### src/sv/vrs_pkg.sv
`timescale 1ns / 1ps

package vrs_pkg;

    // Default build parameters.
    localparam int DEF_MAX_LEN     = 1024;
    localparam int DEF_SAMPLE_BITS = 16;
    localparam int DEF_FRAC_BITS   = 8;

    localparam int VALUE_W  = 64;
    localparam int STAT_W   = 2;
    localparam int STATUS_W = 2;

    // Statistic selection codes.
    localparam logic [STAT_W-1:0] STAT_MEAN  = 2'd0;
    localparam logic [STAT_W-1:0] STAT_SUM   = 2'd1;
    localparam logic [STAT_W-1:0] STAT_SUMSQ = 2'd2;
    localparam logic [STAT_W-1:0] STAT_SD    = 2'd3;

    // Result status codes.
    localparam logic [STATUS_W-1:0] STS_OK       = 2'd0;
    localparam logic [STATUS_W-1:0] STS_SD_ONE   = 2'd1;
    localparam logic [STATUS_W-1:0] STS_TOO_LONG = 2'd2;

endpackage

### src/sv/vector_running_statistics_core.sv
`timescale 1ns / 1ps
// Input side takes one sample per cycle while the job queue has room.
// Sum, sum of squares and error results pass from the closing sample through the
// job queue, the back-end state machine and the output register. Mean adds a
// restoring division over every dividend bit; standard deviation adds shift-and-add
// multiplies over the bits of n and |sum|, the division and a square root.
// Active-low synchronous reset clears accumulators, queue, statistic and output valid.

module vector_running_statistics_core import vrs_pkg::*; #(
    parameter int MAX_LEN     = DEF_MAX_LEN,
    parameter int SAMPLE_BITS = DEF_SAMPLE_BITS,
    parameter int FRAC_BITS   = DEF_FRAC_BITS
) (
    input  logic                          i_clk,
    input  logic                          i_rst_n,
    input  logic                          i_cfg_valid,
    output logic                          o_cfg_ready,
    input  logic [STAT_W-1:0]             i_cfg_statistic,
    input  logic                          i_in_valid,
    output logic                          o_in_stall,
    input  logic signed [SAMPLE_BITS-1:0] i_sample,
    input  logic                          i_last_in_vector,
    output logic                          o_out_valid,
    input  logic                          i_out_stall,
    output logic signed [VALUE_W-1:0]     o_value,
    output logic [STATUS_W-1:0]           o_status
);

    // Width of one queued job: selection, status, count, sum and sum of squares.
    localparam int CW    = $clog2(MAX_LEN + 1);
    localparam int SW    = SAMPLE_BITS + CW;
    localparam int QW    = 2 * SAMPLE_BITS - 2 + CW;
    localparam int JOB_W = STAT_W + STATUS_W + CW + SW + QW;

    logic [STAT_W-1:0] r_statistic;
    logic              take;
    logic              q_push;
    logic              q_pop;
    logic              q_full;
    logic              q_empty;
    logic [JOB_W-1:0]  q_in;
    logic [JOB_W-1:0]  q_out;

    // Always ready; the user must write the statistic only while idle (not enforced).
    assign o_cfg_ready = 1'b1;

    always_ff @(posedge i_clk) begin
        if (!i_rst_n) begin
            r_statistic <= STAT_MEAN;
        end else if (i_cfg_valid && o_cfg_ready) begin
            r_statistic <= i_cfg_statistic;
        end
    end

    // Samples are held off only when the job queue cannot take a closing request.
    assign o_in_stall = q_full;
    assign take       = i_in_valid && !q_full;

    // Front end: accumulates each vector and turns its closing sample into a job.
    vrs_front #(
        .MAX_LEN     (MAX_LEN),
        .SAMPLE_BITS (SAMPLE_BITS)
    ) u_front (
        .i_clk    (i_clk),
        .i_rst_n  (i_rst_n),
        .i_take   (take),
        .i_sample (i_sample),
        .i_last   (i_last_in_vector),
        .i_stat   (r_statistic),
        .o_push   (q_push),
        .o_job    (q_in)
    );

    // Two-entry queue lets the next vector accumulate while the back end divides.
    vrs_queue #(
        .WIDTH (JOB_W)
    ) u_queue (
        .i_clk   (i_clk),
        .i_rst_n (i_rst_n),
        .i_push  (q_push),
        .i_data  (q_in),
        .i_pop   (q_pop),
        .o_data  (q_out),
        .o_full  (q_full),
        .o_empty (q_empty)
    );

    // Back end: sequential multiply, divide and square root, then the output register.
    vrs_back #(
        .MAX_LEN     (MAX_LEN),
        .SAMPLE_BITS (SAMPLE_BITS),
        .FRAC_BITS   (FRAC_BITS)
    ) u_back (
        .i_clk       (i_clk),
        .i_rst_n     (i_rst_n),
        .i_job_empty (q_empty),
        .i_job       (q_out),
        .o_job_pop   (q_pop),
        .i_out_stall (i_out_stall),
        .o_out_valid (o_out_valid),
        .o_value     (o_value),
        .o_status    (o_status)
    );

    // A job is never pushed into a full queue, since the input is stalled then.
    a_no_overflow: assert property (@(posedge i_clk) disable iff (!i_rst_n)
        q_push |-> !q_full)
        else $error("job pushed into a full queue");

    // A too-long vector always reports a zero value.
    a_long_zero: assert property (@(posedge i_clk) disable iff (!i_rst_n)
        (o_out_valid && o_status == STS_TOO_LONG) |-> (o_value == '0))
        else $error("too-long result carries a nonzero value");

    // A one-element deviation request always reports a zero value.
    a_one_zero: assert property (@(posedge i_clk) disable iff (!i_rst_n)
        (o_out_valid && o_status == STS_SD_ONE) |-> (o_value == '0))
        else $error("one-element deviation result carries a nonzero value");

    // No result is presented in the cycle after reset.
    a_reset_quiet: assert property (@(posedge i_clk)
        $past(!i_rst_n) |-> !o_out_valid)
        else $error("result valid right after reset");

endmodule

### src/sv/vrs_queue.sv
`timescale 1ns / 1ps

module vrs_queue import vrs_pkg::*; #(
    parameter int WIDTH = 8
) (
    input  logic             i_clk,
    input  logic             i_rst_n,
    input  logic             i_push,
    input  logic [WIDTH-1:0] i_data,
    input  logic             i_pop,
    output logic [WIDTH-1:0] o_data,
    output logic             o_full,
    output logic             o_empty
);

    localparam int DEPTH = 2;

    logic [WIDTH-1:0] r_data [DEPTH];
    logic             r_wp;
    logic             r_rp;
    logic [1:0]       r_cnt;

    assign o_data  = r_data[r_rp];
    assign o_full  = (r_cnt == 2'(DEPTH));
    assign o_empty = (r_cnt == 2'd0);

    always_ff @(posedge i_clk) begin
        if (!i_rst_n) begin
            r_wp  <= 1'b0;
            r_rp  <= 1'b0;
            r_cnt <= 2'd0;
        end else begin
            if (i_push) begin
                r_wp <= ~r_wp;
            end
            if (i_pop) begin
                r_rp <= ~r_rp;
            end
            if (i_push && !i_pop) begin
                r_cnt <= r_cnt + 2'd1;
            end else if (i_pop && !i_push) begin
                r_cnt <= r_cnt - 2'd1;
            end
        end
    end

    always_ff @(posedge i_clk) begin
        if (i_push) begin
            r_data[r_wp] <= i_data;
        end
    end

endmodule

### src/sv/vrs_front.sv
`timescale 1ns / 1ps

module vrs_front import vrs_pkg::*; #(
    parameter int MAX_LEN     = DEF_MAX_LEN,
    parameter int SAMPLE_BITS = DEF_SAMPLE_BITS,
    localparam int CW    = $clog2(MAX_LEN + 1),
    localparam int SW    = SAMPLE_BITS + CW,
    localparam int QW    = 2 * SAMPLE_BITS - 2 + CW,
    localparam int JOB_W = STAT_W + STATUS_W + CW + SW + QW
) (
    input  logic                          i_clk,
    input  logic                          i_rst_n,
    input  logic                          i_take,
    input  logic signed [SAMPLE_BITS-1:0] i_sample,
    input  logic                          i_last,
    input  logic [STAT_W-1:0]             i_stat,
    output logic                          o_push,
    output logic [JOB_W-1:0]              o_job
);

    typedef struct packed {
        logic [STAT_W-1:0]   stat;
        logic [STATUS_W-1:0] status;
        logic [CW-1:0]       n;
        logic signed [SW-1:0] sum;
        logic [QW-1:0]       sumsq;
    } t_job;

    logic [CW-1:0]                  r_count, n_count;
    logic signed [SW-1:0]           r_sum, n_sum;
    logic [QW-1:0]                  r_sumsq, n_sumsq;
    logic                           r_over, n_over;
    logic signed [2*SAMPLE_BITS-1:0] sq;
    t_job                           job;

    assign sq = i_sample * i_sample;

    always_comb begin
        n_count = r_count;
        n_sum   = r_sum;
        n_sumsq = r_sumsq;
        n_over  = r_over;
        if (r_count >= CW'(MAX_LEN)) begin
            n_over = 1'b1;
        end else begin
            n_count = r_count + CW'(1);
            n_sum   = r_sum + SW'(i_sample);
            n_sumsq = r_sumsq + QW'($unsigned(sq));
        end

        job.stat  = i_stat;
        job.n     = n_count;
        job.sum   = n_sum;
        job.sumsq = n_sumsq;
        if (n_over) begin
            job.status = STS_TOO_LONG;
        end else if (i_stat == STAT_SD && n_count < CW'(2)) begin
            job.status = STS_SD_ONE;
        end else begin
            job.status = STS_OK;
        end
    end

    assign o_push = i_take && i_last;
    assign o_job  = job;

    always_ff @(posedge i_clk) begin
        if (!i_rst_n) begin
            r_count <= '0;
            r_sum   <= '0;
            r_sumsq <= '0;
            r_over  <= 1'b0;
        end else if (i_take) begin
            if (i_last) begin
                r_count <= '0;
                r_sum   <= '0;
                r_sumsq <= '0;
                r_over  <= 1'b0;
            end else begin
                r_count <= n_count;
                r_sum   <= n_sum;
                r_sumsq <= n_sumsq;
                r_over  <= n_over;
            end
        end
    end

endmodule

### src/sv/vrs_back.sv
`timescale 1ns / 1ps

module vrs_back import vrs_pkg::*; #(
    parameter int MAX_LEN     = DEF_MAX_LEN,
    parameter int SAMPLE_BITS = DEF_SAMPLE_BITS,
    parameter int FRAC_BITS   = DEF_FRAC_BITS,
    localparam int CW    = $clog2(MAX_LEN + 1),
    localparam int SW    = SAMPLE_BITS + CW,
    localparam int QW    = 2 * SAMPLE_BITS - 2 + CW,
    localparam int JOB_W = STAT_W + STATUS_W + CW + SW + QW
) (
    input  logic                       i_clk,
    input  logic                       i_rst_n,
    input  logic                       i_job_empty,
    input  logic [JOB_W-1:0]           i_job,
    output logic                       o_job_pop,
    input  logic                       i_out_stall,
    output logic                       o_out_valid,
    output logic signed [VALUE_W-1:0]  o_value,
    output logic [STATUS_W-1:0]        o_status
);

    localparam int MW   = SW - 1;
    localparam int NW   = CW + QW;
    localparam int DW   = NW + 2 * FRAC_BITS;
    localparam int DVW  = 2 * CW;
    localparam int RW   = 2 * ((DW + 1) / 2);
    localparam int RTW  = RW / 2;
    localparam int CNTW = $clog2(DW + 1);

    typedef struct packed {
        logic [STAT_W-1:0]   stat;
        logic [STATUS_W-1:0] status;
        logic [CW-1:0]       n;
        logic signed [SW-1:0] sum;
        logic [QW-1:0]       sumsq;
    } t_job;

    typedef enum logic [2:0] {
        S_IDLE,
        S_MUL_N,
        S_MUL_SQ,
        S_DIV,
        S_SQRT,
        S_PUT
    } t_state;

    t_state               r_state;
    logic [STAT_W-1:0]    r_sel;
    logic [STATUS_W-1:0]  r_sts;
    logic                 r_neg;
    logic [MW-1:0]        r_mag;
    logic [NW-1:0]        r_acc;
    logic [NW-1:0]        r_mcand;
    logic [MW-1:0]        r_mplier;
    logic [DVW-1:0]       r_dacc;
    logic [DVW-1:0]       r_dcand;
    logic [DW-1:0]        r_dvd;
    logic [DVW-1:0]       r_rem;
    logic [RW-1:0]        r_rad;
    logic [RTW-1:0]       r_root;
    logic [RTW+1:0]       r_srem;
    logic [CNTW-1:0]      r_cnt;
    logic [VALUE_W-1:0]   r_res;
    logic                 r_ovalid;
    logic [VALUE_W-1:0]   r_oval;
    logic [STATUS_W-1:0]  r_osts;

    t_job                 job;
    logic signed [SW-1:0] sum_abs;
    logic [MW-1:0]        job_mag;
    logic [DVW:0]         rem_sh;
    logic                 div_ok;
    logic [DVW-1:0]       rem_nx;
    logic [DW-1:0]        dvd_nx;
    logic [RTW+1:0]       srem_sh;
    logic [RTW+1:0]       trial;
    logic                 sq_ok;
    logic [RTW+1:0]       srem_nx;
    logic [RTW-1:0]       root_nx;
    logic                 out_free;

    always_comb begin
        job     = t_job'(i_job);
        sum_abs = job.sum[SW-1] ? -job.sum : job.sum;
        job_mag = sum_abs[MW-1:0];

        // One restoring division step.
        rem_sh = {r_rem, r_dvd[DW-1]};
        div_ok = (rem_sh >= {1'b0, r_dacc});
        rem_nx = div_ok ? DVW'(rem_sh - {1'b0, r_dacc}) : rem_sh[DVW-1:0];
        dvd_nx = {r_dvd[DW-2:0], div_ok};

        // One digit of the square root.
        srem_sh = {r_srem[RTW-1:0], r_rad[RW-1 -: 2]};
        trial   = {r_root, 2'b01};
        sq_ok   = (srem_sh >= trial);
        srem_nx = sq_ok ? (srem_sh - trial) : srem_sh;
        root_nx = {r_root[RTW-2:0], sq_ok};
    end

    assign out_free    = !r_ovalid || !i_out_stall;
    assign o_job_pop   = (r_state == S_IDLE) && !i_job_empty;
    assign o_out_valid = r_ovalid;
    assign o_value     = r_oval;
    assign o_status    = r_osts;

    always_ff @(posedge i_clk) begin
        if (!i_rst_n) begin
            r_state  <= S_IDLE;
            r_ovalid <= 1'b0;
        end else begin
            if (r_ovalid && !i_out_stall && r_state != S_PUT) begin
                r_ovalid <= 1'b0;
            end
            case (r_state)
                S_IDLE: begin
                    if (!i_job_empty) begin
                        r_sel <= job.stat;
                        r_sts <= job.status;
                        r_neg <= job.sum[SW-1];
                        r_mag <= job_mag;
                        r_cnt <= '0;
                        r_rem <= '0;
                        if (job.status != STS_OK) begin
                            r_res   <= '0;
                            r_state <= S_PUT;
                        end else begin
                            case (job.stat)
                                STAT_SUM: begin
                                    r_res   <= VALUE_W'(job.sum);
                                    r_state <= S_PUT;
                                end
                                STAT_SUMSQ: begin
                                    r_res   <= VALUE_W'(job.sumsq);
                                    r_state <= S_PUT;
                                end
                                STAT_MEAN: begin
                                    r_dvd   <= DW'(job_mag) << FRAC_BITS;
                                    r_dacc  <= DVW'(job.n);
                                    r_state <= S_DIV;
                                end
                                default: begin
                                    r_acc    <= '0;
                                    r_mcand  <= NW'(job.sumsq);
                                    r_mplier <= MW'(job.n);
                                    r_dacc   <= '0;
                                    r_dcand  <= DVW'(job.n) - DVW'(1);
                                    r_state  <= S_MUL_N;
                                end
                            endcase
                        end
                    end
                end
                S_MUL_N: begin
                    // n * sumsq and n * (n - 1) share the bits of n.
                    if (r_mplier == '0) begin
                        r_mcand  <= NW'(r_mag);
                        r_mplier <= r_mag;
                        r_state  <= S_MUL_SQ;
                    end else begin
                        if (r_mplier[0]) begin
                            r_acc  <= r_acc + r_mcand;
                            r_dacc <= r_dacc + r_dcand;
                        end
                        r_mcand  <= r_mcand << 1;
                        r_dcand  <= r_dcand << 1;
                        r_mplier <= r_mplier >> 1;
                    end
                end
                S_MUL_SQ: begin
                    // Subtract sum squared; the total never goes below zero.
                    if (r_mplier == '0) begin
                        r_dvd   <= DW'(r_acc) << (2 * FRAC_BITS);
                        r_rem   <= '0;
                        r_cnt   <= '0;
                        r_state <= S_DIV;
                    end else begin
                        if (r_mplier[0]) begin
                            r_acc <= r_acc - r_mcand;
                        end
                        r_mcand  <= r_mcand << 1;
                        r_mplier <= r_mplier >> 1;
                    end
                end
                S_DIV: begin
                    r_rem <= rem_nx;
                    r_dvd <= dvd_nx;
                    if (r_cnt == CNTW'(DW - 1)) begin
                        r_cnt <= '0;
                        if (r_sel == STAT_SD) begin
                            r_rad   <= RW'(dvd_nx);
                            r_root  <= '0;
                            r_srem  <= '0;
                            r_state <= S_SQRT;
                        end else begin
                            r_res   <= r_neg ? -VALUE_W'(dvd_nx) : VALUE_W'(dvd_nx);
                            r_state <= S_PUT;
                        end
                    end else begin
                        r_cnt <= r_cnt + CNTW'(1);
                    end
                end
                S_SQRT: begin
                    r_srem <= srem_nx;
                    r_root <= root_nx;
                    r_rad  <= r_rad << 2;
                    r_cnt  <= r_cnt + CNTW'(1);
                    if (r_cnt == CNTW'(RTW - 1)) begin
                        r_res   <= VALUE_W'(root_nx);
                        r_state <= S_PUT;
                    end
                end
                S_PUT: begin
                    if (out_free) begin
                        r_ovalid <= 1'b1;
                        r_oval   <= r_res;
                        r_osts   <= r_sts;
                        r_state  <= S_IDLE;
                    end
                end
                default: begin
                    r_state <= S_IDLE;
                end
            endcase
        end
    end

endmodule

### config.mk
export PLATFORM = sky130hd
export DESIGN_NAME = vector_running_statistics_core
export DESIGN_NICKNAME = d
export VERILOG_FILES = /design/src/sv/vrs_pkg.sv /design/src/sv/vector_running_statistics_core.sv /design/src/sv/vrs_queue.sv /design/src/sv/vrs_front.sv /design/src/sv/vrs_back.sv
export SDC_FILE = /design/constraint.sdc
export NUM_CORES = 2
export LEC_CHECK = 0
export ABC_AREA = 1
export ABC_CLOCK_PERIOD_IN_PS = 27400
export BUFFER_PORTS_ARGS = -buffer_cell sky130_fd_sc_hd__buf_2
export CORE_AREA = 10 10 356 358
export CTS_CLUSTER_DIAMETER = 80
export DETAILED_ROUTE_END_ITERATION = 8
export DIE_AREA = 0 0 366 368
export PLACE_DENSITY = 0.62
export SLEW_MARGIN = 10
export SYNTH_ARGS = -nofsm -noshare
export SYNTH_HDL_FRONTEND = slang
export SYNTH_SLANG_ARGS = --single-unit
### constraint.sdc
create_clock -name i_clk -period 27.4 [get_ports i_clk]
set_input_delay 4.11 -clock i_clk [delete_from_list [all_inputs] [get_ports i_clk]]
set_output_delay 4.11 -clock i_clk [all_outputs]
set_load 0.02 [all_outputs]
### After elaboration in Yosys (flattened, before gate mapping)

Memory sizes are Yosys's and may differ from the RTL's. A register that Yosys moved wholly into a read port is not among the register bits.
Index checks and enable logic that the tools add are counted.

| word-level totals | value |
|---|---|
| memories | 1 |
| register bits after elaboration | 658 |
| word-level logic and storage cells | 214 |
| bits of input ports | 24 |
| bits in writable memories | 166 |

Memory list:

| memory | words | bits a word | rd ports | clocked after Yosys merged registers in | wr ports | RTL line | source |
|---|---|---|---|---|---|---|---|
| u_queue.r_data | 2 | 83 | 1 | 1 | 1 | vrs_queue.sv:18 | `logic [WIDTH-1:0] r_data [DEPTH];` |

| cells by class | value |
|---|---|
| $add $sub $neg | 14 |
| equal/unequal tests | 30 |
| bitwise logic cells | 3 |
| order comparisons | 4 |
| mux-type cells | 92 |
| reductions and logical operators | 41 |
| multiply operators | 1 |

Operators with widths:

| kind | count |
|---|---|
| 52-bit two-way mux | 12 |
| 68-bit two-way mux | 6 |
| 64-bit two-way mux | 6 |
| 52-bit one-hot mux with 3 select lines | 2 |
| 22-bit two-way mux | 11 |
| 68-bit one-hot mux with 3 select lines | 1 |
| 64-bit one-hot mux with 3 select lines | 1 |
| 34-bit two-way mux | 5 |
| 26-bit two-way mux | 6 |
| 34-bit one-hot mux with 2 select lines | 2 |
| 68-bit one-hot mux with 2 select lines | 1 |
| 22-bit one-hot mux with 2 select lines | 3 |
| 64-bit one-hot mux with 2 select lines | 1 |
| 41-bit two-way mux | 2 |
| 26-bit one-hot mux with 3 select lines | 1 |
| 22-bit one-hot mux with 3 select lines | 1 |
| 64-bit negation | 1 |
| 27-bit two-way mux | 2 |
| 52-bit adder | 1 |
| 52-bit subtractor | 1 |
| 41-bit by 32-bit adder with 41-bit output | 1 |
| 36-bit greater-or-equal comparator | 1 |
| 34-bit subtractor | 1 |
| 16-bit by 16-bit multiplier with 32-bit output | 1 |
| other kinds (48) | 115 |

### Longest topological paths before layout

| depth | value |
|---|---|
| word-level depth | 8 |
| mapped depth | 39 |
| gate-level depth less buffers | 38 |

### By module

Synthesis repeated with hierarchy kept, for this count alone.

| second synthesis, totals | value |
|---|---|
| cells, all modules | 7330 |
| area, all modules | 60513.0 µm² |

By module, submodules not included:

| module | area each (µm²) | cells each | times used | seq. area each (µm²) |
|---|---|---|---|---|
| vrs_back | 35749.3 | 4327 | 1 | 17136.4 |
| vrs_front | 18101.1 | 2694 | 1 | 1601.5 |
| vrs_queue | 6566.3 | 293 | 1 | 5084.9 |
| vector_running_statistics_core | 96.3 | 16 | 1 | 40.0 |

### Worst setup path before layout

OpenSTA, ideal clock, no wires.

| timing | value |
|---|---|
| path kind | in2reg |
| start point | input port i_rst_n |
| end point | register u_back.r_acc[0] (enable) |
| arrival | 11.786 ns |
| required time | 26.987 ns |
| cell stages on the path | 5 |
| slack | 15.201 ns |
| path buffers | 0 |
| cell sequence | nand2_1 > inv_1 > o211ai_1 > a211oi_1 > o21a_1 |

| on the way | value |
|---|---|
| longest elaborated chain between the ends | 1 |

RTL lines:

| element | RTL line | source |
|---|---|---|
| start: declaration | vector_running_statistics_core.sv:15 | `input logic i_rst_n,` |
| 9-bit AND reduction (no source line) | n/a |  |
| end signal: assignment | vrs_back.sv:163 | `r_acc <= r_acc + r_mcand;` |
| end signal: assignment | vrs_back.sv:180 | `r_acc <= r_acc - r_mcand;` |
| end: declaration | vrs_back.sv:53 | `logic [NW-1:0] r_acc;` |

No other way between the ends.
A chain may end at the register's enable or synchronous reset.

### Worst setup path after layout

| timing | value |
|---|---|
| start point | input port i_sample[15] |
| end point | register u_front.r_sumsq[33] |

| on the way | value |
|---|---|
| longest elaborated chain between the ends | 4 |

RTL lines:

| element | RTL line | source |
|---|---|---|
| start: declaration | vector_running_statistics_core.sv:21 | `input logic signed [SAMPLE_BITS-1:0] i_sample,` |
| 16-bit by 16-bit multiplier with 32-bit output | vrs_front.sv:36 | `assign sq = i_sample * i_sample;` |
| 41-bit by 32-bit adder with 41-bit output | vrs_front.sv:48 | `n_sumsq = r_sumsq + QW'($unsigned(sq));` |
| 41-bit two-way mux | vrs_front.sv:43 | `if (r_count >= CW'(MAX_LEN)) begin` |
| via q_in[33] | vector_running_statistics_core.sv:41 | `logic [JOB_W-1:0] q_in;` |
| 41-bit two-way mux | vrs_front.sv:74 | `if (i_last) begin` |
| end signal: assignment | vrs_front.sv:82 | `r_sumsq <= n_sumsq;` |
| end: declaration | vrs_front.sv:31 | `logic [QW-1:0] r_sumsq, n_sumsq;` |

The timed path passes the listed nets, and every way through them passes these cells.

==> flow_summary.json <==
{
  "synth-async-reset-ratio_pct": 0,
  "antenna_found_initial": 0,
  "cap_violations": 0,
  "place_ws_ps": 15230,
  "grt_use_met3_pct": 3.73,
  "slowest_delay_ps": 590,
  "utilization_pct": 54.1,
  "port_buffers": 91,
  "clockBufferDepth": 3,
  "synth_fp_nets": 7805,
  "firstDrtPassIters": 6,
  "die-width_um": 366,
  "grt_overflow": 0,
  "cts.clk_slew.worst_paths_ps": 60,
  "drcViolationCount": 0,
  "setup_viol": 0,
  "rsz0062_at_grt": "no",
  "timing.setup.tns_ps": 0,
  "gp_congestion": 0.988,
  "cts.sinks": 825,
  "fin_skew_ps": 35.5,
  "startpoint": "i_sample[15]",
  "ff2ff_path_depth": 19,
  "status": "completed",
  "antenna_left": 0,
  "cp.required_ps": 28040,
  "synthCells": 7249,
  "grt.busiest_layer": "met2",
  "synth_edf_count": 734,
  "hp-class": "reg2reg",
  "die-area_um2": 135000,
  "viasPerCell": 5.57,
  "fmax_mhz": 87.7,
  "drtIter0Drc": 5095,
  "syn_area_um2": 59400,
  "hold_buffers": 0,
  "tightest_slew_ps": 1400,
  "grt_pass1_vias": 48000,
  "cts_resized": 0,
  "cts_tree": "built",
  "timing.rr.end": "u_back.r_acc[51]",
  "core_um2": 119000,
  "cpMaxStageDelayCell": "buf_2",
  "endpoint_kind": "flop",
  "grt_use_met2_pct": 43.5,
  "start_util_pct": 49.8,
  "drv_slew": 0,
  "cts_buffers": 94,
  "yosysWarnings": 0,
  "worst-setup-path-type": "in2reg",
  "finalWorstSetupSlack_ps": 16000,
  "cpMostUsedCell": "fa_1",
  "fin_crit_ps": 11400,
  "rows": 127,
  "drive_above_1_share_pct": 5.93,
  "worstSkewPairLatency_ps": 730,
  "io_pins": 93,
  "grt_max_degree": 97,
  "crit_end": "u_front.r_sumsq[33]",
  "reg2reg_from": "u_back.r_state[2]",
  "grt_usage_pct": 26.8,
  "grt_pass1_wl_um": 283000,
  "dp_hpwl_um": 144000,
  "yosysUniqueCellTypes": 67,
  "startpoint_type": "input pin",
  "use_met1_pct": 35.9,
  "syn_area_per_cell_um2": 8.20,
  "r2r_slack_ps": 21780,
  "nets": 7826,
  "cp_max_fo": 35,
  "num_vias": 49900,
  "wl_per_cell_um": 20.6,
  "synth_seq_cells": 825,
  "cts_max_level": 3,
  "arrival_ps": 12040,
  "hold_violations": 0,
  "max_slew_margin_pct": 4.01,
  "period_share_pct": 41.6,
  "cts-root-buf": "clkbuf_16",
  "synthFlopType": "edfxtp_1",
  "routed_wl_um": 185000,
  "ys_seq_area_share_pct": 40.2,
  "die_h_um": 368,
  "area_delta_synth_final_pct": 8.66,
  "cts_setup_buffers": 0
}
## logic make-up (layout without fill, tap and decap cells)
family	after synthesis	after routing	synth area share, %
buf+inv	1451	1550	9.36
xor+xnor	189	189	2.82
other cells	1	2	0.00631
fa+ha+maj	532	532	14.2
flops	825	825	40.2
mux	47	47	0.866
simple gates	2977	2977	21.0
compound gates	1227	1227	11.5
## flip-flops by register name (all words and copies together), names as in the netlist, 7 cells and up, named ones only
register / count
u_back.o_value: 64
u_back.r_acc: 52
u_back.r_cnt: 7
u_back.r_dacc: 22
u_back.r_dcand: 22
u_back.r_dvd: 68
u_back.r_mag: 26
u_back.r_mcand: 52
u_back.r_mplier: 26
u_back.r_rad: 68
u_back.r_rem: 22
u_back.r_res: 64
u_back.r_root: 34
u_back.r_srem: 34
u_front.r_count: 11
u_front.r_sum: 27
u_front.r_sumsq: 41
u_queue.r_data: 166
## synth_stat cells, types with 31 or more instances
cell | count | area share [%]
nor2_1 | 700 | 4.4
nand2_1 | 1557 | 9.8
xnor2_1 | 47 | 0.69
a31oi_1 | 34 | 0.36
ha_1 | 291 | 6.1
edfxtp_1 | 734 | 37
or2_2 | 43 | 0.45
inv_1 | 1224 | 7.7
nor4_1 | 31 | 0.33
clkbuf_1 | 152 | 0.96
o21ai_0 | 458 | 3.9
fa_1 | 241 | 8.1
o21bai_1 | 41 | 0.52
nand3_1 | 373 | 3.1
nand4_1 | 130 | 1.4
o22ai_1 | 38 | 0.40
o211ai_1 | 45 | 0.57
nor3_1 | 77 | 0.65
a21oi_1 | 456 | 3.8
dfxtp_1 | 91 | 3.1
xor2_1 | 139 | 2.0
## worst max-delay path: cells and delay by family
family | cells | cell delay (ps)
adders and majority gates | 8 | 3840
and+or+nand+nor | 14 | 2250
buffers and inverters | 6 | 1360
AOI/OAI and AO/OA | 2 | 260
xor gates and xnor gates | 1 | 150
## metrics by stage
stage	cell area, µm²	instances	hold WS [ps]
3_3_place_gp	61400	8786	401
2_1_floorplan	59400	7249	400
4_1_cts	64600	8960	390
6_report	64600	8961	387
3_5_place_dp	61400	8786	405
5_1_grt	64600	8960	418
## how the worst min path moves through the flow
stage,startpoint,end,slack [ps],cells after the start
after floorplan,u_back.r_sts[0],u_back.o_status[0],400,0
after global placement,u_back.r_res[15],u_back.o_value[15],400,0
after detailed placement,u_back.r_res[16],u_back.o_value[16],400,0
after CTS,u_back.r_res[4],u_back.o_value[4],390,0
after global routing,u_back.r_res[5],u_back.o_value[5],420,0
final,u_back.r_res[4],u_back.o_value[4],390,0
## area by class of cell
| cell class | count | area, µm² |
|---|---|---|
| antenna | 1 | 2.50 |
| clock buffer | 119 | 2500 |
| clock inverter | 55 | 623 |
| fill | 11300 | 54800 |
| inverter | 1241 | 4660 |
| multi-input combinational | 4973 | 30100 |
| sequential | 825 | 23900 |
| tap | 1612 | 2020 |
| timing repair buffer | 135 | 786 |
## layout by cell type (no fill, tap or decap), drive strengths merged, types with 20 or more instances in the layout
cell type and n:
a31oi 34, a21oi 458, nor3 82, clkbuf 119, o21ai 507, mux2 25
nand2 1565, ha 291, nor2 710, o21bai 41, xnor2 48, clkinv 33
o211ai 45, buf 135, o22ai 38, a21o 20, nand4 130, nand3 374
inv 1248, xor2 141, nor4 31, mux2i 22, fa 241, or2 46
edfxtp 734, dfxtp 91
## per-layer routing
| metal | vias up | wire length [µm] | part of all wire [%] |
|---|---|---|---|
| met5 | - | 0 | 0 |
| met3 | 329 | 12500 | 6.8 |
| li1 | 23900 | - | - |
| met1 | 23900 | 79100 | 43 |
| met2 | 1679 | 84900 | 46 |
| met4 | 0 | 8040 | 4.4 |
Power is not shown: default switching activity piles up to over one toggle a cycle in this logic, so the estimate is an artifact.
